### src/sv/assert_macros.svh
// assertion macros shared by the rtl
`ifndef ASSERT_MACROS_SVH
`define ASSERT_MACROS_SVH
`ifndef ASSERT_OFF
`define PUR_ASSERT(lbl, clk, rst, prop) \
  lbl: assert property (@(posedge clk) disable iff (rst) prop) \
    else $error("assertion failed");
`define PUR_NEVER(lbl, clk, rst, expr) \
  lbl: assert property (@(posedge clk) disable iff (rst) !(expr)) \
    else $error("forbidden condition seen");
`else
`define PUR_ASSERT(lbl, clk, rst, prop)
`define PUR_NEVER(lbl, clk, rst, expr)
`endif
`endif

### src/sv/pur_pkg.sv
`default_nettype none
package pur_pkg;

  localparam int COORD_W   = 32;
  localparam int LEN_W     = 48;
  localparam int SEG_W     = 33;
  localparam int RAD_W     = 66;
  localparam int CNT_CFG_W = 6;
  localparam int PROD_W    = 65;
  localparam int DVS_W     = 33;

  // one stored vertex with its cumulative arc length
  typedef struct packed {
    logic signed [COORD_W-1:0] x;
    logic signed [COORD_W-1:0] y;
    logic signed [COORD_W-1:0] z;
    logic [LEN_W-1:0]          c;
  } entry_t;

  // status of an iterative unit
  typedef struct packed {
    logic busy;
    logic done;
  } unit_stat_t;

  typedef enum logic [3:0] {
    ST_LOAD,
    ST_SQ0,
    ST_SQ1,
    ST_SQ2,
    ST_SQ3,
    ST_RSTART,
    ST_ROOT,
    ST_FINAL,
    ST_DIVL,
    ST_RD0,
    ST_RD1,
    ST_SEEK,
    ST_FETCH,
    ST_MUL,
    ST_DIVI,
    ST_EMIT
  } state_t;

endpackage
`default_nettype wire

### src/sv/pur_div.sv
`default_nettype none
module pur_div (
  input  wire logic                        clk,
  input  wire logic                        rst,
  input  wire logic                        start,
  input  wire logic [pur_pkg::PROD_W-1:0]  dividend,
  input  wire logic [pur_pkg::DVS_W-1:0]   divisor,
  output pur_pkg::unit_stat_t              stat,
  output logic [pur_pkg::PROD_W-1:0]       quot,
  output logic [pur_pkg::DVS_W-1:0]        rem
);

  localparam int CW = $clog2(pur_pkg::PROD_W + 1);

  logic [pur_pkg::PROD_W-1:0] dvd;
  logic [pur_pkg::DVS_W-1:0]  dvs;
  logic [pur_pkg::DVS_W-1:0]  r;
  logic [CW-1:0]              cnt;
  logic                       done;
  logic [pur_pkg::DVS_W:0]    r_sh;
  logic [pur_pkg::DVS_W:0]    r_sub;
  logic                       fit;

  // restoring step, one quotient bit per cycle
  assign r_sh  = {r, dvd[pur_pkg::PROD_W-1]};
  assign fit   = r_sh >= {1'b0, dvs};
  assign r_sub = r_sh - {1'b0, dvs};

  always_ff @(posedge clk) begin
    if (rst) begin
      cnt  <= '0;
      done <= 1'b0;
    end else begin
      done <= 1'b0;
      if (start) begin
        cnt <= CW'(pur_pkg::PROD_W);
      end else if (cnt != '0) begin
        cnt  <= cnt - 1'b1;
        done <= (cnt == CW'(1));
      end
    end
  end

  // datapath
  always_ff @(posedge clk) begin
    if (start) begin
      dvd <= dividend;
      dvs <= divisor;
      r   <= '0;
    end else if (cnt != '0) begin
      dvd <= {dvd[pur_pkg::PROD_W-2:0], fit};
      r   <= fit ? r_sub[pur_pkg::DVS_W-1:0] : r_sh[pur_pkg::DVS_W-1:0];
    end
  end

  assign stat.busy = (cnt != '0);
  assign stat.done = done;
  assign quot      = dvd;
  assign rem       = r;

endmodule
`default_nettype wire

### config.mk
export PLATFORM = sky130hd
export DESIGN_NAME = pur_div
export DESIGN_NICKNAME = d
export VERILOG_FILES = /design/src/sv/assert_macros.svh /design/src/sv/pur_pkg.sv /design/src/sv/pur_div.sv
export SDC_FILE = /design/constraint.sdc
export NUM_CORES = 1
export LEC_CHECK = 0
export BUFFER_PORTS_ARGS = -buffer_cell sky130_fd_sc_hd__buf_2
export CAP_MARGIN = 10
export CORE_AREA = 2 2 118 120
export DETAILED_ROUTE_END_ITERATION = 10
export DIE_AREA = 0 0 120 122
export PLACE_DENSITY_LB_ADDON = 0.05
export RECOVER_POWER = 100
export SETUP_SLACK_MARGIN = 0.4
export SLEW_MARGIN = 20
export SYNTH_ARGS = -nofsm -noshare
export SYNTH_HDL_FRONTEND = slang
export SYNTH_SLANG_ARGS = --single-unit
### constraint.sdc
create_clock -name clk -period 6.25 [get_ports clk]
set_input_delay 0.625 -clock clk [delete_from_list [all_inputs] [get_ports clk]]
set_output_delay 0.625 -clock clk [all_outputs]
set_load 0.02 [all_outputs]
# Word level (Yosys, flattened, before mapping)
# Index checks and enable logic that the tools add are counted.
[word_totals]
regBits = 139
in_bits = 101
output_inout_bits = 100
[classes]
n_addsub = 2
magnitude_cmp = 1
eq_ne = 1
muxes = 5
bitwise_logic = 1
reduce_logical = 4
[op_table]
columns = ["cell", "n"]
rows = [
  ["$mux 65", 2],
  ["$ge 34x33->1", 1],
  ["$mux 33", 1],
  ["$sub 33x33->33", 1],
  ["$mux 7", 2],
  ["$eq 7x1->1 const B", 1],
  ["$reduce_bool 7->1", 1],
  ["$sub 7x1->7 const B", 1],
  ["$reduce_or 3->1", 1],
  ["$reduce_bool 2->1", 1],
  ["$reduce_or 2->1", 1],
  ["$not 1->1", 1],
]

# Logic depth before layout (Yosys ltp)
[depth]
depth_word = 3
ltp_mapped = 13

# Worst setup path before layout
# Ideal clock, no wire load.
[synth_timing]
kind = "reg-to-reg"
startpoint = "register cnt[2]"
endpoint = "register dvd, in the netlist quot[0] (enable)"
t_arrival_ns = 2.490
t_required_ns = 5.556
setup_slack_ns = 3.066
stages_incl_launch_ff = 6
n_path_buf = 1
period_less_slack_ns = 3.184
cell_sequence = "dfxtp_1 > or3_1 > nor3_1 > and2_1 > clkbuf_1 > nand2_1"
[synth_via]
elab_chain_cells = 2
[synth_rtl]
columns = ["element", "line_no", "rtl"]
rows = [
  ["start, declared", "pur_div.sv:18", "logic [CW-1:0] cnt;"],
  ["start signal, assigned", "pur_div.sv:36", "cnt <= CW'(pur_pkg::PROD_W);"],
  ["start signal, assigned", "pur_div.sv:38", "cnt <= cnt - 1'b1;"],
  ["$reduce_bool 7->1", "pur_div.sv:50", "end else if (cnt != '0) begin"],
  ["$reduce_bool 2->1 (no line)", "-", ""],
  ["end signal, assigned", "pur_div.sv:47", "dvd <= dividend;"],
  ["end signal, assigned", "pur_div.sv:51", "dvd <= {dvd[pur_pkg::PROD_W-2:0], fit};"],
  ["end, declared", "pur_div.sv:15", "logic [pur_pkg::PROD_W-1:0] dvd;"],
]
# Every way passes these cells.
# A chain may end at the register's enable or synchronous reset.

# Final worst setup path
[layout_timing]
startpoint = "register dvd, in the netlist quot[64]"
endpoint = "register r, in the netlist rem[28]"
[layout_via]
elab_chain_cells = 2
word_cells_on_any_way = 3
[layout_rtl]
columns = ["element", "line_no", "rtl"]
rows = [
  ["$sub 33x33->33 or $ge 34x33->1 (tied branches)", "pur_div.sv:27, pur_div.sv:26", ""],
  ["$mux 33 (*)", "pur_div.sv:52", "r <= fit ? r_sub[pur_pkg::DVS_W-1:0] : r_sh[pur_pkg::DVS_W-1:0];"],
  ["end signal, assigned", "pur_div.sv:52", ""],
  ["end, declared", "pur_div.sv:17", "logic [pur_pkg::DVS_W-1:0] r;"],
]
# Every way passes the cells marked *; elsewhere a longest branch is shown, timed or not.

==> run summary <==
status: finished with violations
failing checks: capacitance limit, slew limit
hpwl dp: 13600 um
Core Rows: 43
DRC Markers: 0
most frequent cells after synthesis: edfxtp_1 (98), mux2_2 (66), nor2_1 (56)
via count: 6140
crit-path most repeated cell: inv_1
Port Buffer Count: 200
Inserted Diodes: 0
Fin. Hold Viols: 0
Design Power: 0.00445 W
crit path max fanout: 27
Fin Setup TNS: 0 ns
fin. max-slew vios: 150
RSZ-0062 raised after global routing: no
WL/cell: 17.4 um
Post-CTS Hold Buffers: 0
total die area: 14600 sq um
fmax: 209 MHz
Setup crit end kind: register
Critical-path top delay cell: a31oi_1
Inserted Clock Buffers: 17
register area share after synthesis: 49.4%
flops & latches, synth: 139
Syn Area/Cell: 11.0 sq um
postcts setup bufs: 0
Critical Path Start Type: register
grt total ovfl: 0
first-pass GRT wire length: 29700 um
Worst path top cell family by delay: compound AO/OA/AOI/OAI gates
fin crit share: 76.6%
Critical Path, Cell by Cell: inv_1, ha_1, inv_1, fa_1, a21o_1, a221o_2, a41oi_2, or4_1, nand2_4, a31oi_1, buf_4, or2_2, o221ai_1
most frequent cell after synthesis: edfxtp_1
TritonCTS clock tree: done
Synth Warn #: 0
Power Density: 487 nW/um^2
max-cap check violation count: 4
Synth top area share: 38.6%
Slew HR: -61.5%
root buffer cell: clkbuf_16
Yosys top cell by area: edfxtp_1
WP buf/inv: 3
final-stage net count: 1015
initial antenna violation count: 1
Clk Latency, worst-skew pair: 0.43 ns
Setup Skew: 0.0200 ns
Initial DRC Count: 358
TritonRoute pass-1 iters: 5
GPL Wtd Cong: 0.947
clock buffer depth: 2
clock-pin slew on the worst setup and hold paths: 0.06 ns
CTS sink cnt: 139
peak supply drop: 356 uV
Die H: 122 um
syn nets: 831
Slew @ Worst Pin: 2.42 ns
Yosys cell types: 62
CTS H-tree lvls: 4
Synth Instances: 693
endpoints failing setup: 0
largest net degree at the start of global routing: 60
Total GRT Usage: 25.9%
Detailed Route WL: 18600 um
Worst EP required: 6.50 ns
Core Region: 13500 sq um
Mapped Area: 7620 sq um
most area-consuming cells after synthesis: edfxtp_1 (39%), dfxtp_1 (11%), mux2_2 (9.8%)
Initial Utilization: 56.4%
clock period minus worst slack: 4.79 ns
P_leak: 3.82 nW
Final ANT Viol Nets: 0
ys async rst share: 0%
Vias/cell: 5.74
Layout area overhead: 19.8%
worst setup path class: register to register
Chip Width: 120 um
vias in the first global route: 6077
Post-synth EDFFs: 98
ys flop type: edfxtp_1
CP peak stage delay: 1.44 ns
Finished Core Util: 67.6%
Ports: 201
min-delay worst type: primary input to register
ratio of cells with drive above 1 in the final layout: 22.8%
CTS-repair resized insts: 0
crit path DAT: 5.04 ns
[registers in the layout, indices dropped and copies added, names as in the netlist]
signal,flops
quot,65
dvs,33
rem,33
cnt,7
done,1
[metal layers]
metal | up-vias | track usage (%) | share of wire [%]
met2 | 201 | 43.9 | 50
met5 | - | 0 | 0.070
met3 | 43 | 8.80 | 6.8
li1 | 2955 | - | -
met1 | 2939 | 30.3 | 40
met4 | 2 | 10.4 | 2.8
[power breakdown]
| group | switching, W | internal [W] | leakage [nW] |
|---|---|---|---|
| clock network | 0.000402 | 0.000585 | 0.269 |
| logic | 0.00127 | 0.000756 | 2.22 |
| registers | 0.000184 | 0.00125 | 1.34 |
[per-stage QoR]
| step | hold WS [ns] | area (sq um) | cells | setup WS, ns |
|---|---|---|---|---|
| after floorplan | 0.473 | 7620 | 693 | 3.07 |
| after detailed placement | 0.516 | 8720 | 1038 | 2.53 |
| final | 0.368 | 9130 | 1069 | 1.46 |
| after global placement | 0.487 | 8720 | 1038 | 2.60 |
| after CTS | 0.351 | 9290 | 1069 | 2.36 |
| after global routing | 0.359 | 9130 | 1069 | 1.08 |
[final timing paths]
path              slack, ns  depth (start not counted)        start  endpoint
setup / recovery       1.46                         13     quot[64]   rem[28]
hold / removal         0.37                          1  divisor[22]   dvs[22]
setup reg to reg       1.46                         13     quot[64]   rem[28]
hold reg to reg        0.53                          2       rem[5]    rem[5]
[cells in the final DEF (no fill, tap or decap), drive strengths merged, types with 33 or more instances in the layout]
cell,instances
mux2,66
o21ai,33
nor2,56
edfxtp,98
buf,101
inv,48
ha,36
dfxtp,41
clkbuf,121
nand2,36
[final cells by class]
type | count | area, sq um
Inverter | 45 | 169
Tap cell | 180 | 225
Clock inverter | 14 | 146
Fill cell | 1106 | 4380
Clock buffer | 17 | 425
Multi-Input combinational cell | 469 | 3490
Sequential cell | 139 | 3760
Timing Repair Buffer | 205 | 903
[kinds of logic (layout without fill, tap and decap cells)]
logic type	after synthesis	after routing	synth area share (%)
multiplexers	87	87	12.5
adder cells (fa/ha/maj)	37	37	6.18
buffers and inverters	85	281	4.39
XOR/XNOR	29	29	3.33
flip-flops	139	139	49.4
AND/OR/NAND/NOR	158	158	9.87
AO/OA/AOI/OAI	158	158	14.3
Note: power is estimated with default switching activity, not from simulation.
