$ cat config.mk
export PLATFORM = sky130hd
export DESIGN_NAME = pur_sqrt
export DESIGN_NICKNAME = d
export VERILOG_FILES = /design/src/sv/assert_macros.svh /design/src/sv/pur_pkg.sv /design/src/sv/pur_sqrt.sv
export SDC_FILE = /design/constraint.sdc
export NUM_CORES = 1
export LEC_CHECK = 0
export ABC_AREA = 1
export ABC_CLOCK_PERIOD_IN_PS = 4400
export BUFFER_PORTS_ARGS = -buffer_cell sky130_fd_sc_hd__buf_4
export CAP_MARGIN = 10
export CORE_ASPECT_RATIO = 2
export CORE_UTILIZATION = 59
export DETAILED_ROUTE_END_ITERATION = 10
export GPL_ROUTABILITY_DRIVEN = 0
export HOLD_SLACK_MARGIN = 0.08
export PLACE_DENSITY = 0.81
export SETUP_SLACK_MARGIN = 0.1
export SYNTH_ARGS = -nofsm -noshare
export SYNTH_HDL_FRONTEND = slang
export SYNTH_SLANG_ARGS = --single-unit
export TNS_END_PERCENT = 100
$ cat constraint.sdc
create_clock -name clk -period 4.4 [get_ports clk]
set_input_delay 0.66 -clock clk [delete_from_list [all_inputs] [get_ports clk]]
set_output_delay 0.66 -clock clk [all_outputs]
set_load 0.005 [all_outputs]
$ cat src/sv/assert_macros.svh
// assertion macros shared by the rtl
`ifndef ASSERT_MACROS_SVH
`define ASSERT_MACROS_SVH
`ifndef ASSERT_OFF
`define PUR_ASSERT(lbl, clk, rst, prop) \
  lbl: assert property (@(posedge clk) disable iff (rst) prop) \
    else $error("assertion failed");
`define PUR_NEVER(lbl, clk, rst, expr) \
  lbl: assert property (@(posedge clk) disable iff (rst) !(expr)) \
    else $error("forbidden condition seen");
`else
`define PUR_ASSERT(lbl, clk, rst, prop)
`define PUR_NEVER(lbl, clk, rst, expr)
`endif
`endif

$ cat src/sv/pur_pkg.sv
`default_nettype none
package pur_pkg;

  localparam int COORD_W   = 32;
  localparam int LEN_W     = 48;
  localparam int SEG_W     = 33;
  localparam int RAD_W     = 66;
  localparam int CNT_CFG_W = 6;
  localparam int PROD_W    = 65;
  localparam int DVS_W     = 33;

  // one stored vertex with its cumulative arc length
  typedef struct packed {
    logic signed [COORD_W-1:0] x;
    logic signed [COORD_W-1:0] y;
    logic signed [COORD_W-1:0] z;
    logic [LEN_W-1:0]          c;
  } entry_t;

  // status of an iterative unit
  typedef struct packed {
    logic busy;
    logic done;
  } unit_stat_t;

  typedef enum logic [3:0] {
    ST_LOAD,
    ST_SQ0,
    ST_SQ1,
    ST_SQ2,
    ST_SQ3,
    ST_RSTART,
    ST_ROOT,
    ST_FINAL,
    ST_DIVL,
    ST_RD0,
    ST_RD1,
    ST_SEEK,
    ST_FETCH,
    ST_MUL,
    ST_DIVI,
    ST_EMIT
  } state_t;

endpackage
`default_nettype wire

$ cat src/sv/pur_sqrt.sv
`default_nettype none
module pur_sqrt (
  input  wire logic                       clk,
  input  wire logic                       rst,
  input  wire logic                       start,
  input  wire logic [pur_pkg::RAD_W-1:0]  radicand,
  output pur_pkg::unit_stat_t             stat,
  output logic [pur_pkg::SEG_W-1:0]       root
);

  localparam int STEPS = pur_pkg::RAD_W / 2;
  localparam int CW    = $clog2(STEPS + 1);
  localparam int RW    = pur_pkg::SEG_W + 1;

  logic [pur_pkg::RAD_W-1:0] rad;
  logic [RW-1:0]             r;
  logic [CW-1:0]             cnt;
  logic                      done;
  logic [RW+1:0]             r_sh;
  logic [RW+1:0]             trial;
  logic [RW+1:0]             r_sub;
  logic                      fit;

  // digit recurrence, two radicand bits per cycle
  assign r_sh  = {r, rad[pur_pkg::RAD_W-1 -: 2]};
  assign trial = {1'b0, root, 2'b01};
  assign fit   = r_sh >= trial;
  assign r_sub = r_sh - trial;

  always_ff @(posedge clk) begin
    if (rst) begin
      cnt  <= '0;
      done <= 1'b0;
    end else begin
      done <= 1'b0;
      if (start) begin
        cnt <= CW'(STEPS);
      end else if (cnt != '0) begin
        cnt  <= cnt - 1'b1;
        done <= (cnt == CW'(1));
      end
    end
  end

  // datapath
  always_ff @(posedge clk) begin
    if (start) begin
      rad  <= radicand;
      r    <= '0;
      root <= '0;
    end else if (cnt != '0) begin
      rad  <= {rad[pur_pkg::RAD_W-3:0], 2'b00};
      r    <= fit ? r_sub[RW-1:0] : r_sh[RW-1:0];
      root <= {root[pur_pkg::SEG_W-2:0], fit};
    end
  end

  assign stat.busy = (cnt != '0);
  assign stat.done = done;

endmodule
`default_nettype wire

Word-level counts from Yosys, hierarchy flattened

Index checks and enable logic that the tools add are counted.

Logic and storage cells: 20
Output and inout port bits: 35
Bits of input ports: 69
Register bits after elaboration: 140

Add/subtract/negate cells: 2
Muxes and demuxes: 5
Reduce and logical (&&, ||, !) cells: 4
$lt $le $gt $ge: 1
Eq/ne operators: 1
Bitwise operators: 1

Operator list:

| kind                  | number |
|---|---|
| $mux W66              | 2 |
| $ge A36 B35 Y1        | 1 |
| $mux W34              | 1 |
| $sub A34 B34 Y34      | 1 |
| $mux W6               | 2 |
| $eq A6 B1 Y1 const B  | 1 |
| $reduce_bool A6 Y1    | 1 |
| $sub A6 B1 Y6 const B | 1 |
| $reduce_or A3 Y1      | 1 |
| $reduce_bool A2 Y1    | 1 |
| $reduce_or A2 Y1      | 1 |
| $not A1 Y1            | 1 |

Logic depth before layout (Yosys ltp)

Gate-level depths: netlist of the first run.

Depth after elaboration: 3
Mapped depth: 18
Depth with buffers taken out: 18

Worst setup path after synthesis of the first run

No wires, ideal clock.

Path kind: register -> register
From: register cnt[0]
To: register rad[0] (netlist bit), enable pin
Path slack: 1139 ps
Period minus slack after synthesis: 3261 ps
Library setup time: 701 ps
Buffers on the path: 2
Cell stages (with the launch flop): 8
Data arrival time: 2560 ps
Required time: 3699 ps
Path through: dfxtp_1 > inv_1 > ha_1 > nand2_1 > nor2_1 > buf_2 > clkbuf_1 > nand2_1

Word-level cells in the longest chain between the ends: 2

RTL lines:

| what                                | RTL line       | RTL |
|---|---|---|
| from (decl)                         | pur_sqrt.sv:17 | `logic [CW-1:0] cnt;` |
| from (signal assigned)              | pur_sqrt.sv:37 | `cnt <= CW'(STEPS);` |
| from (signal assigned)              | pur_sqrt.sv:39 | `cnt <= cnt - 1'b1;` |
| $reduce_bool A6 Y1                  | pur_sqrt.sv:51 | `end else if (cnt != '0) begin` |
| $reduce_bool A2 Y1 (no source line) | --             |  |
| to (signal assigned)                | pur_sqrt.sv:48 | `rad <= radicand;` |
| to (signal assigned)                | pur_sqrt.sv:52 | `rad <= {rad[pur_pkg::RAD_W-3:0], 2'b00};` |
| to (decl)                           | pur_sqrt.sv:15 | `logic [pur_pkg::RAD_W-1:0] rad;` |

Every way passes these cells.
A chain may end at the register's enable or synchronous reset.

Worst setup path after layout of the first run

From: register root[22] (netlist bit)
To: register r[26]

Word-level cells in the longest chain between the ends: 2
Elaborated cells between the ends (all ways): 3
Those cells by class: add/sub: 1; order compare: 1; mux: 1

RTL lines:

| what                                                      | RTL line                       | RTL |
|---|---|---|
| from (decl)                                               | pur_sqrt.sv:8                  | `output logic [pur_pkg::SEG_W-1:0] root` |
| from (signal assigned)                                    | pur_sqrt.sv:54                 | `root <= {root[pur_pkg::SEG_W-2:0], fit};` |
| $sub A34 B34 Y34 / $ge A36 B35 Y1 (equally long branches) | pur_sqrt.sv:28, pur_sqrt.sv:27 |  |
| $mux W34 (*)                                              | pur_sqrt.sv:53                 | `r <= fit ? r_sub[RW-1:0] : r_sh[RW-1:0];` |
| to (signal assigned)                                      | pur_sqrt.sv:53                 |  |
| to (decl)                                                 | pur_sqrt.sv:16                 | `logic [RW-1:0] r;` |

Mark *: on every way between the ends. The rest lies on a longest branch, timed or not.

==> impl_results.md, run 1 <==
* TritonCTS Sinks at 140
* Finish-stage setup viols at 0
* Number of gates given a new drive strength after cts at 0
* Net switching fraction of the power at between 50% and 60%
* Max FO, Critical Path at 36
* Worst-path clk slew at 0.06 ns
* Area enclosed by the die boundary at ~0.015 mm2
* Internal power at 0.004123 W
* Diode insertion count for antenna repair at 0
* Count of buffers from port buffering at roughly 100
* Required time of the critical path at between 4 and 5 ns
* Fraction of final layout cells with drive strength greater than 1 at 14.12%
* Clock root buffer: sky130_fd_sc_hd__clkbuf_16
* Syn Std Cell Area at approximately 0.0088 mm2
* Endpoint class of the critical path: register
* Final Hold Vio Count at 0
* Cell Pwr Density at 819.6 mW/mm2
* Tightest Hold Check Type: in2reg
* Nets@finish at around 1.5k
* Average via count per standard cell at between 5 and 6
* Number of global-route vias before repair at a little over 8k
* Total clock buffers created by CTS at 17
* Number of cell rows at 62
* Vias after detailed routing at about 8k
* Post-CTS setup buffers at 0
* Mean instance size in the synthesized netlist at slightly below 7 um2
* Register bit count reported by yosys at 140
* Number of flops mapped to enable cells by yosys at 66
* Max_cap viols at 0
* Post-synth cell types at 39
* Unrepaired setup endpoints after global routing: false
* Count of pins on the block boundary at between 100 and 150
* Yosys warning total at 0
* Worst IR Drop VDD at 0.4581 mV
* Clock Skew at roughly 0.0091 ns
* Pre-antenna DRT Iters at 8
* Violation count after the first detailed-route iteration at approximately 380
* Detailed-route wire length at 21890 um
* Combinational power share at about 60%
* Wire length of the first global-routing pass at about 36000 um
* Share of power burned in registers at 22.7%
* Number of slew-limit violations in the final report at 0
* Placed wire-length estimate at roughly 16000 um
* Worst Max-Slew Pin Slew at ~1 ns
* Switching Power at around 0.0042 W
* Floorplan Core Area at ~0.015 mm2
* Endpoint arrival time on the critical path at 3.26 ns
* Signed area change from the synthesized netlist to the final layout at 15.30%
* Remaining Overflow, GRT at 0
* Post-route fraction of the period consumed by the critical path at between 60 and 70%
* Utilization of the core after routing at 70.21%
* Overall track demand over capacity in global routing at 30.18%
* Gate count after technology mapping at roughly 1.3k
* Initial cell density of the core at about three fifths
* Largest net degree at the start of global routing at 94
* Sequential element share of the synthesized area at 39.21%
* Tmin final at around 3 ns
* Slew headroom at between 30 and 40%
* Most frequently used flop master after synthesis: sky130_fd_sc_hd__dfxtp_1
* Number of antenna violations at the first check in global routing at 0
* Class of the most critical setup path: reg2reg
* TritonCTS clock tree: done
* Lkg Pwr at approximately 5.4 nW
* Setup TNS after final layout at 0 ns
* Remaining antenna violation count at 0
* Highest clock rate at 338.0 MHz
* Total number of H-tree levels at 4
* Die boundary width at ~90 um
* Average wire per cell in the routed design at between 10 and 15 um
* Post-synth net total at around 1.4k
* Kind of launch point of the worst setup path: register
* DIE HEIGHT at between 150 and 200 um
* Status: completed
* Clock insertion delay at the later pin of the skew report at approximately 0.43 ns
* Largest buffer count on any clock path at 2
* Proportion of power drawn by the clock network at 16.1%
* Number of buffers added to fix hold violations after cts at 0
* Share of async-settable or async-resettable flops after synthesis at 0%
* DRC violation count after routing at 0
-- layout by cell type, fill, tap and decap left out, types with 3 or more instances in the layout --
cell type,n
sky130_fd_sc_hd__edfxtp_1,66
sky130_fd_sc_hd__nand3_1,43
sky130_fd_sc_hd__nand3_2,23
sky130_fd_sc_hd__nor2_4,6
sky130_fd_sc_hd__ha_1,37
sky130_fd_sc_hd__inv_6,5
sky130_fd_sc_hd__nor2_1,108
sky130_fd_sc_hd__xor2_1,11
sky130_fd_sc_hd__nor2_2,7
sky130_fd_sc_hd__clkinvlp_4,4
sky130_fd_sc_hd__inv_1,193
sky130_fd_sc_hd__nand2_1,504
sky130_fd_sc_hd__clkbuf_16,17
sky130_fd_sc_hd__xnor2_1,8
sky130_fd_sc_hd__dfxtp_1,74
sky130_fd_sc_hd__nand4_1,6
sky130_fd_sc_hd__nor3_1,3
sky130_fd_sc_hd__o21ai_0,52
sky130_fd_sc_hd__a21oi_1,67
sky130_fd_sc_hd__nand2_2,10
sky130_fd_sc_hd__buf_4,108
sky130_fd_sc_hd__o21bai_1,5
-- registers in the layout (all words and copies together), names as in the netlist --
name / flops
cnt: 6
done: 1
r: 34
rad: 66
root: 33
-- critical path, cell delays in order (launching register included) --
cell and delay, ns:
sky130_fd_sc_hd__dfxtp_1 0.35, sky130_fd_sc_hd__inv_1 0.06, sky130_fd_sc_hd__ha_1 0.46, sky130_fd_sc_hd__nand2_1 0.15, sky130_fd_sc_hd__nor2_2 0.18, sky130_fd_sc_hd__nand2_1 0.14, sky130_fd_sc_hd__nor2_2 0.15, sky130_fd_sc_hd__nand3_1 0.13
sky130_fd_sc_hd__nand4_4 0.51, sky130_fd_sc_hd__nand2_2 0.19, sky130_fd_sc_hd__o21ai_0 0.43, sky130_fd_sc_hd__nor2_1 0.08
-- final timing paths --
| kind | start | endpoint | slack [ns] | cells after the start |
|---|---|---|---|---|
| hold / removal | rst | cnt[5]$_SDFFE_PP0P_ | 0.40 | 2 |
| hold reg to reg | cnt[5]$_SDFFE_PP0P_ | cnt[5]$_SDFFE_PP0P_ | 0.48 | 2 |
| setup reg to reg | root[22]$_SDFFE_PP0N_ | r[26]$_SDFFE_PP0N_ | 1.44 | 11 |
| setup / recovery | root[22]$_SDFFE_PP0N_ | r[26]$_SDFFE_PP0N_ | 1.44 | 11 |
-- cells by family (layout without fill, tap and decap cells) --
| group | Yosys count | in the layout | synth area share [%] |
|---|---|---|---|
| simple gates | 721 | 721 | 34.84 |
| buf+inv | 237 | 336 | 11.19 |
| flops | 140 | 140 | 39.21 |
| compound gates | 128 | 128 | 7.635 |
| fa+ha+maj | 37 | 37 | 5.241 |
| xor+xnor | 19 | 19 | 1.884 |
-- cells in the mapped netlist, drive strengths merged, types with 2 or more instances --
cell    number  area [um2]
nand2      514        1952
inv        195       732.0
nor2       121       509.2
dfxtp       74        1481
a21oi       70       369.1
nand3       68       480.5
edfxtp      66        1982
o21ai       52       260.3
ha          37       462.9
clkbuf      27       131.4
buf         13       108.9
xor2        11       96.34
xnor2        8       70.07
nand4        7       58.81
nor3         5       35.03
o21bai       5       37.54
and2         2       12.51
nand3b       2       15.01
or2          2       15.02
-- final cells by class --
cell class              count  area, um2
multi-input cells         905       4392
fillers                  1288       4322
flip-flops and latches    140       3463
repair buffers            108      810.8
inverters                 196      737.0
clock buffers              18      429.2
well taps                 192      240.2
clock inverters            14      112.6
-- power by group through the flow --
| stage | Sequential, W | Clock [W] | Combinational [W] |
|---|---|---|---|
| 2_1_floorplan | 0.00187 | 0 | 0.00398 |
| 3_3_place_gp | 0.00191 | 0 | 0.00490 |
| 3_5_place_dp | 0.00192 | 0 | 0.00498 |
| 4_1_cts | 0.00189 | 0.00135 | 0.00503 |
| 5_1_grt | 0.00193 | 0.00141 | 0.00571 |
| 6_report | 0.00190 | 0.00134 | 0.00511 |
-- metrics by stage --
| stage | instance area [um2] | instances | hold slack [ns] | setup slack (ns) | total power (W) |
|---|---|---|---|---|---|
| CTS | 10180 | 1573 | 0.4011 | 1.469 | 0.008284 |
| floorplan | 8833 | 1282 | 0.4439 | 1.139 | 0.005852 |
| finish | 10180 | 1573 | 0.4043 | 1.441 | 0.008348 |
| global route | 10180 | 1573 | 0.4172 | 1.242 | 0.009053 |
| global placement | 9643 | 1541 | 0.4658 | 1.571 | 0.006813 |
| detailed placement | 9643 | 1541 | 0.4732 | 1.516 | 0.006895 |
-- routing by layer --
metal / GRT usage (%) / wire, um
met3: 5.385 / 960
met4: 21.44 / 1424
met1: 30.12 / 7885
met2: 54.01 / 11620
met5: 0 / 0
No activity file was read; power rests on OpenSTA's default activity.
==> inputs of run 2 (changes only) <==
Settings changed: ABC_CLOCK_PERIOD_IN_PS 4400 to 2400, CORE_UTILIZATION 59 to 54, PLACE_DENSITY 0.81 to 0.78.
Clock period 4.4 ns to 2.4 ns, I/O delays scaled along.
==> run 2 against run 1 <==
Effect of this change: sequential share of layout area down 2.8 points; via count increased by 3.9%; worst hold slack got worse by 0.29 ns; final area up 11%; clock power is 110% higher; setup slack got worse by 1.3 ns; non-clock buffer count up 31; critical path type unchanged; highest routed layer unchanged.
==> impl_results.md, run 2 (same netlist as run 1, synthesis figures left out) <==
* Die boundary width at just over 90 um
* Unrepaired setup endpoints after global routing: true
* Floorplan Core Area at around 0.016 mm2
* Number of cell rows at 65
* Violation count after the first detailed-route iteration at 469
* Endpoint class of the critical path: register
* Area taken by flip-flops and latches at 0.003513 mm2
* Number of slew-limit violations in the final report at 0
* DRC violation count after routing at 0
* Final cell count without fillers at 1615
* Diode insertion count for antenna repair at 0
* Area enclosed by the die boundary at between 0.015 and 0.02 mm2
* Class of the most critical setup path: reg2reg
* Vias after detailed routing at around 8.5k
* TritonCTS clock tree: done
* TritonCTS Sinks at between 100 and 150
* Count of buffers from port buffering at between 100 and 150
* Clock insertion delay at the later pin of the skew report at between 0.4 and 0.5 ns
* Global routing usage on met1 at a little over a quarter
* Wire length of the first global-routing pass at 36580 um
* Max FO, Critical Path at 8
* Largest registers: rad: 66 flops, r: 34 flops, root: 33 flops
* Final Hold Vio Count at 0
* Utilization of the core after routing at between 70% and 80%
* Number of antenna violations at the first check in global routing at 0
* GRT Max-Usage Layer: met2
* Remaining Overflow, GRT at 0
* Number of global-route vias before repair at between 8k and 9k
* Endpoint arrival time on the critical path at 2.56 ns
* Detailed-route wire length at roughly 24000 um
* Tmin final at between 2 and 2.5 ns
* Post-route fraction of the period consumed by the critical path at 93.91%
* Status: completed
* Commonest cells after routing, fill and taps aside: sky130_fd_sc_hd__nand2_1 (466), sky130_fd_sc_hd__inv_1 (174), sky130_fd_sc_hd__buf_4 (132), sky130_fd_sc_hd__nor2_1 (103), sky130_fd_sc_hd__edfxtp_1 (66)
* Total number of H-tree levels at 4
* Clock Skew at ~0.012 ns
* Overall track demand over capacity in global routing at 27.59%
* Area of the multi-input gates at 0.005021 mm2
* Average wire per cell in the routed design at ~15 um
* GR met3 Demand/Resource at 6.509%
* Most common library cell in the layout ignoring fill and taps: sky130_fd_sc_hd__nand2_1
* Finish-stage setup viols at 0
* Worst-path clk slew at around 0.06 ns
* Worst Max-Slew Pin Slew at just over 0.4 ns
* Kind of launch point of the worst setup path: register
* Cell count of the worst reg-to-reg path at 17
* Average via count per standard cell at 5.242
* Worst IR Drop VDD at slightly above 1 mV
* Number of placed instances with taps included at 1565
* Count of pins on the block boundary at 104
* Pre-antenna DRT Iters at 7
* Slew headroom at 72.46%
* Minimum setup slack after placement at between 0.1 and 0.15 ns
* Lkg Pwr at 5.644 nW
* Signed area change from the synthesized netlist to the final layout at 27.54%
* Cell Pwr Density at between 1500 and 2000 mW/mm2
* Final total power at between 0.015 and 0.02 W
* Nets@finish at 1507
* Largest reg by FF count: rad
* Clock root buffer: sky130_fd_sc_hd__clkbuf_16
* Initial cell density of the core at around 56%
* Required time of the critical path at 2.71 ns
* Fraction of final layout cells with drive strength greater than 1 at a little over a quarter
* Global Route met2 Usage at roughly 50%
* DIE HEIGHT at 182.9 um
* # fillers at 1271
* Total clock buffers created by CTS at 17
* Number of instances on the worst hold path at 2
* Highest clock rate at ~440 MHz
* Remaining antenna violation count at 0
* Placed wire-length estimate at roughly 16000 um
* Number of buffers added to fix hold violations after cts at 0
* Worst Setup Slack, final at ~0.15 ns
* Largest buffer count on any clock path at 2
* Flip-flop count of the largest register, all copies and words added at 66
* Max_cap viols at 0
* Largest net degree at the start of global routing at 93
* Tightest Hold Check Type: in2reg
-- run 2: metrics by stage --
step | instance area [um2] | hold WS [ns] | setup TNS [ns]
CTS | 10450 | 0.1011 | 0
global placement | 9822 | 0.4563 | 0
global route | 11270 | 0.1098 | -0.01083
floorplan | 8841 | 0.4291 | 0
finish | 11270 | 0.1103 | 0
detailed placement | 9822 | 0.4628 | 0
-- run 2: power by group --
group / leakage, nW / switching, W / internal, W
sequential: 1.33 / 0.000443 / 0.00317
clock: 0.290 / 0.00110 / 0.00166
combinational: 4.02 / 0.00732 / 0.00459
-- run 2: area by class of cell --
class	instances	area share, %
Multi-Input combinational cell	907	44.57
Sequential cell	140	31.19
Timing Repair Buffer	139	10.02
Inverter	196	6.564
Clock buffer	18	3.809
Tap cell	201	2.232
Clock inverter	14	1.622
-- run 2: timing repair --
item                       CTS  global route
setup endpoints to repair    7            36
cloned                       1             3
pin swaps                    0            36
resized for setup            2           165
setup buffers                0            14
-- run 2: path summary, 6_finish.rpt --
check | startpoint | endpoint | slack, ns
hold reg to reg | cnt[5]$_SDFFE_PP0P_ | cnt[5]$_SDFFE_PP0P_ | 0.47
setup reg to reg | root[13]$_SDFFE_PP0N_ | r[6]$_SDFFE_PP0N_ | 0.15
setup / recovery | root[13]$_SDFFE_PP0N_ | r[6]$_SDFFE_PP0N_ | 0.15
hold / removal | rst | cnt[5]$_SDFFE_PP0P_ | 0.11
-- run 2: per-layer routing --
layer  vias up  share of wire, %  routed length, um
li1       4215                 -                  -
met1      3828                35               8482
met2       306                53              12650
met3       117               5.2               1252
met4         0               7.1               1707
met5         -                 0                  0
-- run 2: worst max-delay path, stage by stage, from the launching register on --
cell	delay (ns)
sky130_fd_sc_hd__dfxtp_2	0.34
sky130_fd_sc_hd__inv_2	0.05
sky130_fd_sc_hd__ha_4	0.26
sky130_fd_sc_hd__nand2_4	0.09
sky130_fd_sc_hd__inv_1	0.04
sky130_fd_sc_hd__nand2_1	0.08
sky130_fd_sc_hd__nand2_2	0.06
sky130_fd_sc_hd__nand2_1	0.08
sky130_fd_sc_hd__nand2_2	0.07
sky130_fd_sc_hd__inv_2	0.07
sky130_fd_sc_hd__nand2_1	0.07
sky130_fd_sc_hd__nand2_2	0.08
sky130_fd_sc_hd__nand4_4	0.25
sky130_fd_sc_hd__clkbuf_16	0.27
sky130_fd_sc_hd__nand3_2	0.07
sky130_fd_sc_hd__nand2_1	0.06
sky130_fd_sc_hd__nor2_1	0.11
sky130_fd_sc_hd__nor2_1	0.06
==> inputs of run 3 (changes only) <==
Settings changed: CORE_ASPECT_RATIO 2 to default.
==> run 3 against run 2 <==
Effect of this change: via count fell by 0.46%; wire length is 3.7% lower; sequential power fell by 1%; maximum frequency is 2.1% lower; clock skew fell by 0.0023 ns; clock power shrank 4%; sequential share of layout area hardly changed; core utilization decreased by 0.77 points.
==> impl_results.md, run 3 (same netlist as run 1, synthesis figures left out) <==
* Status: completed
* Signed area change from the synthesized netlist to the final layout at 26.81%
* Reg-to-Reg End: r[16]$_SDFFE_PP0N_
* Final instance area at around 0.011 mm2
* Initial cell density of the core at 55.41%
* Worst Max-Slew Pin Slew at around 0.54 ns
* Total number of H-tree levels at 4
* Clock root buffer: sky130_fd_sc_hd__clkbuf_16
* Required time of the critical path at around 2.8 ns
* DIE HEIGHT at 129.9 um
* Fraction of final layout cells with drive strength greater than 1 at 22.80%
* Tightest Hold Check Type: in2reg
* Final total power at 0.01826 W
* Cell Pwr Density at roughly 1600 mW/mm2
* Cell family contributing the most delay on the critical path: simple AND/OR/NAND/NOR gates
* Placed wire-length estimate at ~15000 um
* Count of buffers from port buffering at a little over 100
* Clock Skew at roughly 0.0094 ns
* Startpoint of the lowest-slack register-to-register path: root[1]$_SDFFE_PP0N_
* # fillers at ~1.3k
* TritonCTS clock tree: done
* Cell count of the worst reg-to-reg path at 13
* Diode insertion count for antenna repair at 0
* Number of slew-limit violations in the final report at 0
* Die boundary width at about 130 um
* Count of pins on the block boundary at between 100 and 150
* TritonCTS Sinks at 140
* Post-route fraction of the period consumed by the critical path at a little over nine tenths
* Flip-flop count of the largest register, all copies and words added at 66
* Remaining antenna violation count at 0
* Endpoint of the most critical setup path: r[16]$_SDFFE_PP0N_
* Utilization of the core after routing at between 70 and 80%
* Violation count after the first detailed-route iteration at approximately 580
* Min Hold Slack at between 0.09 and 0.1 ns
* Placed Area at between 0.009 and 0.01 mm2
* Area enclosed by the die boundary at around 0.017 mm2
* Average wire per cell in the routed design at ~14 um
* Reg2Reg Setup Slack at between 0.09 and 0.1 ns
* Endpoint class of the critical path: register
* Unrepaired setup endpoints after global routing: true
* WP depth at 13
* Setup TNS after final layout at 0 ns
* Critical path buffers and inverters at 2
* Tmin final at about 2.3 ns
* Detailed-route wire length at about 23000 um
* Average via count per standard cell at 5.176
* Nets@finish at around 1.5k
* Slowest library cell on the worst path: sky130_fd_sc_hd__dfxtp_1
* Floorplan Core Area at 0.01594 mm2
* Pre-antenna DRT Iters at 7
* Total clock buffers created by CTS at 17
* Commonest cells after routing, fill and taps aside: sky130_fd_sc_hd__nand2_1 (479), sky130_fd_sc_hd__inv_1 (188), sky130_fd_sc_hd__buf_4 (126), sky130_fd_sc_hd__nor2_1 (101), sky130_fd_sc_hd__edfxtp_1 (66)
* Origin of the worst setup path: root[1]$_SDFFE_PP0N_
* Worst-path clk slew at approximately 0.06 ns
* Final Hold Vio Count at 0
* Vias after detailed routing at ~8.4k
* Finish-stage setup viols at 0
* Lkg Pwr at 5.632 nW
* Remaining Overflow, GRT at 0
* Highest clock rate at 434.5 MHz
* Largest registers: rad: 66 flops, r: 34 flops, root: 33 flops
* Wire length of the first global-routing pass at approximately 34000 um
* Largest net degree at the start of global routing at roughly 120
* Class of the most critical setup path: reg2reg
* Max_cap viols at 0
* Most common library cell in the layout ignoring fill and taps: sky130_fd_sc_hd__nand2_1
* Number of cell rows at between 40 and 50
* Clock insertion delay at the later pin of the skew report at 0.43 ns
* Number of global-route vias before repair at roughly 7.6k
* Largest reg by FF count: rad
* Endpoint arrival time on the critical path at 2.67 ns
* Kind of launch point of the worst setup path: register
* Largest buffer count on any clock path at 2
* Overall track demand over capacity in global routing at around 26%
* Number of antenna violations at the first check in global routing at 0
* DRC violation count after routing at 0
* Worst IR Drop VDD at between 1 and 1.5 mV
* Stage delay of the slowest cell on the critical path at between 0.3 and 0.4 ns
* Max FO, Critical Path at 8
* Ordered list of cells on the worst path: inv_1 > ha_4 > nand2_1 > nand2_1 > or2_4 > nand2_1 > nand3_2 > nand3_4 > buf_12 > nand3_4 > nor2_1 > nor2_1 > nor2_1
* Number of buffers added to fix hold violations after cts at 0
* Slew headroom at between 60 and 70%
run 3: report_power, final:
part	internal (W)	leakage, nW	switching [W]
combinational	0.00481	4.02	0.00725
sequential	0.00315	1.33	0.000424
clock	0.00147	0.286	0.00116
total	0.00943	5.63	0.00883
run 3: routing by layer:
| layer | global-route usage, % | vias up | part of all wire [%] |
|---|---|---|---|
| li1 | - | 4214 | - |
| met1 | 33.00 | 3791 | 41 |
| met2 | 44.16 | 347 | 48 |
| met3 | 5.125 | 75 | 7.4 |
| met4 | 8.960 | 0 | 3.6 |
| met5 | 0 | - | 0 |
run 3: worst min path at each step:
stage | slack [ns] | cells after the start | start | endpoint
floorplan | 0.43 | 1 | rst | cnt[5]$_SDFFE_PP0P_
global placement | 0.46 | 2 | cnt[5]$_SDFFE_PP0P_ | cnt[5]$_SDFFE_PP0P_
detailed placement | 0.46 | 2 | cnt[5]$_SDFFE_PP0P_ | cnt[5]$_SDFFE_PP0P_
CTS | 0.09 | 2 | rst | cnt[5]$_SDFFE_PP0P_
global route | 0.09 | 2 | rst | cnt[5]$_SDFFE_PP0P_
finish | 0.09 | 2 | rst | cnt[5]$_SDFFE_PP0P_
run 3: worst reg2reg max path, delay by kind of cell (launching register included):
family                   cells  cell delay, ns
AND/OR/NAND/NOR             10            1.40
flip-flops                   1            0.36
adder cells (fa/ha/maj)      1            0.27
buffers and inverters        2            0.22
run 3: timing repair:
| item | CTS | global route |
|---|---|---|
| setup endpoints to repair | 1 | 36 |
| cloned | 0 | 6 |
| gates resized for setup | 1 | 120 |
| buffers inserted | 0 | 14 |
| pin swaps | 0 | 22 |
run 3: final cells by class:
| class | count | area (um2) | share of cell area, % |
|---|---|---|---|
| clock buffer | 17 | 425.4 | 3.798 |
| inverter | 196 | 749.5 | 6.690 |
| sequential | 140 | 3492 | 31.17 |
| tap | 216 | 270.3 | 2.413 |
| timing repair buffer | 136 | 1147 | 10.24 |
| clock inverter | 15 | 156.4 | 1.396 |
| multi-input combinational | 908 | 4961 | 44.29 |
run 3: metrics by stage:
step | std cells | setup WS, ns
3_3_place_gp | 1576 | 0.1814
5_1_grt | 1628 | -0.03229
3_5_place_dp | 1576 | 0.1289
6_report | 1628 | 0.09846
2_1_floorplan | 1282 | 0.1215
4_1_cts | 1608 | 0.1035
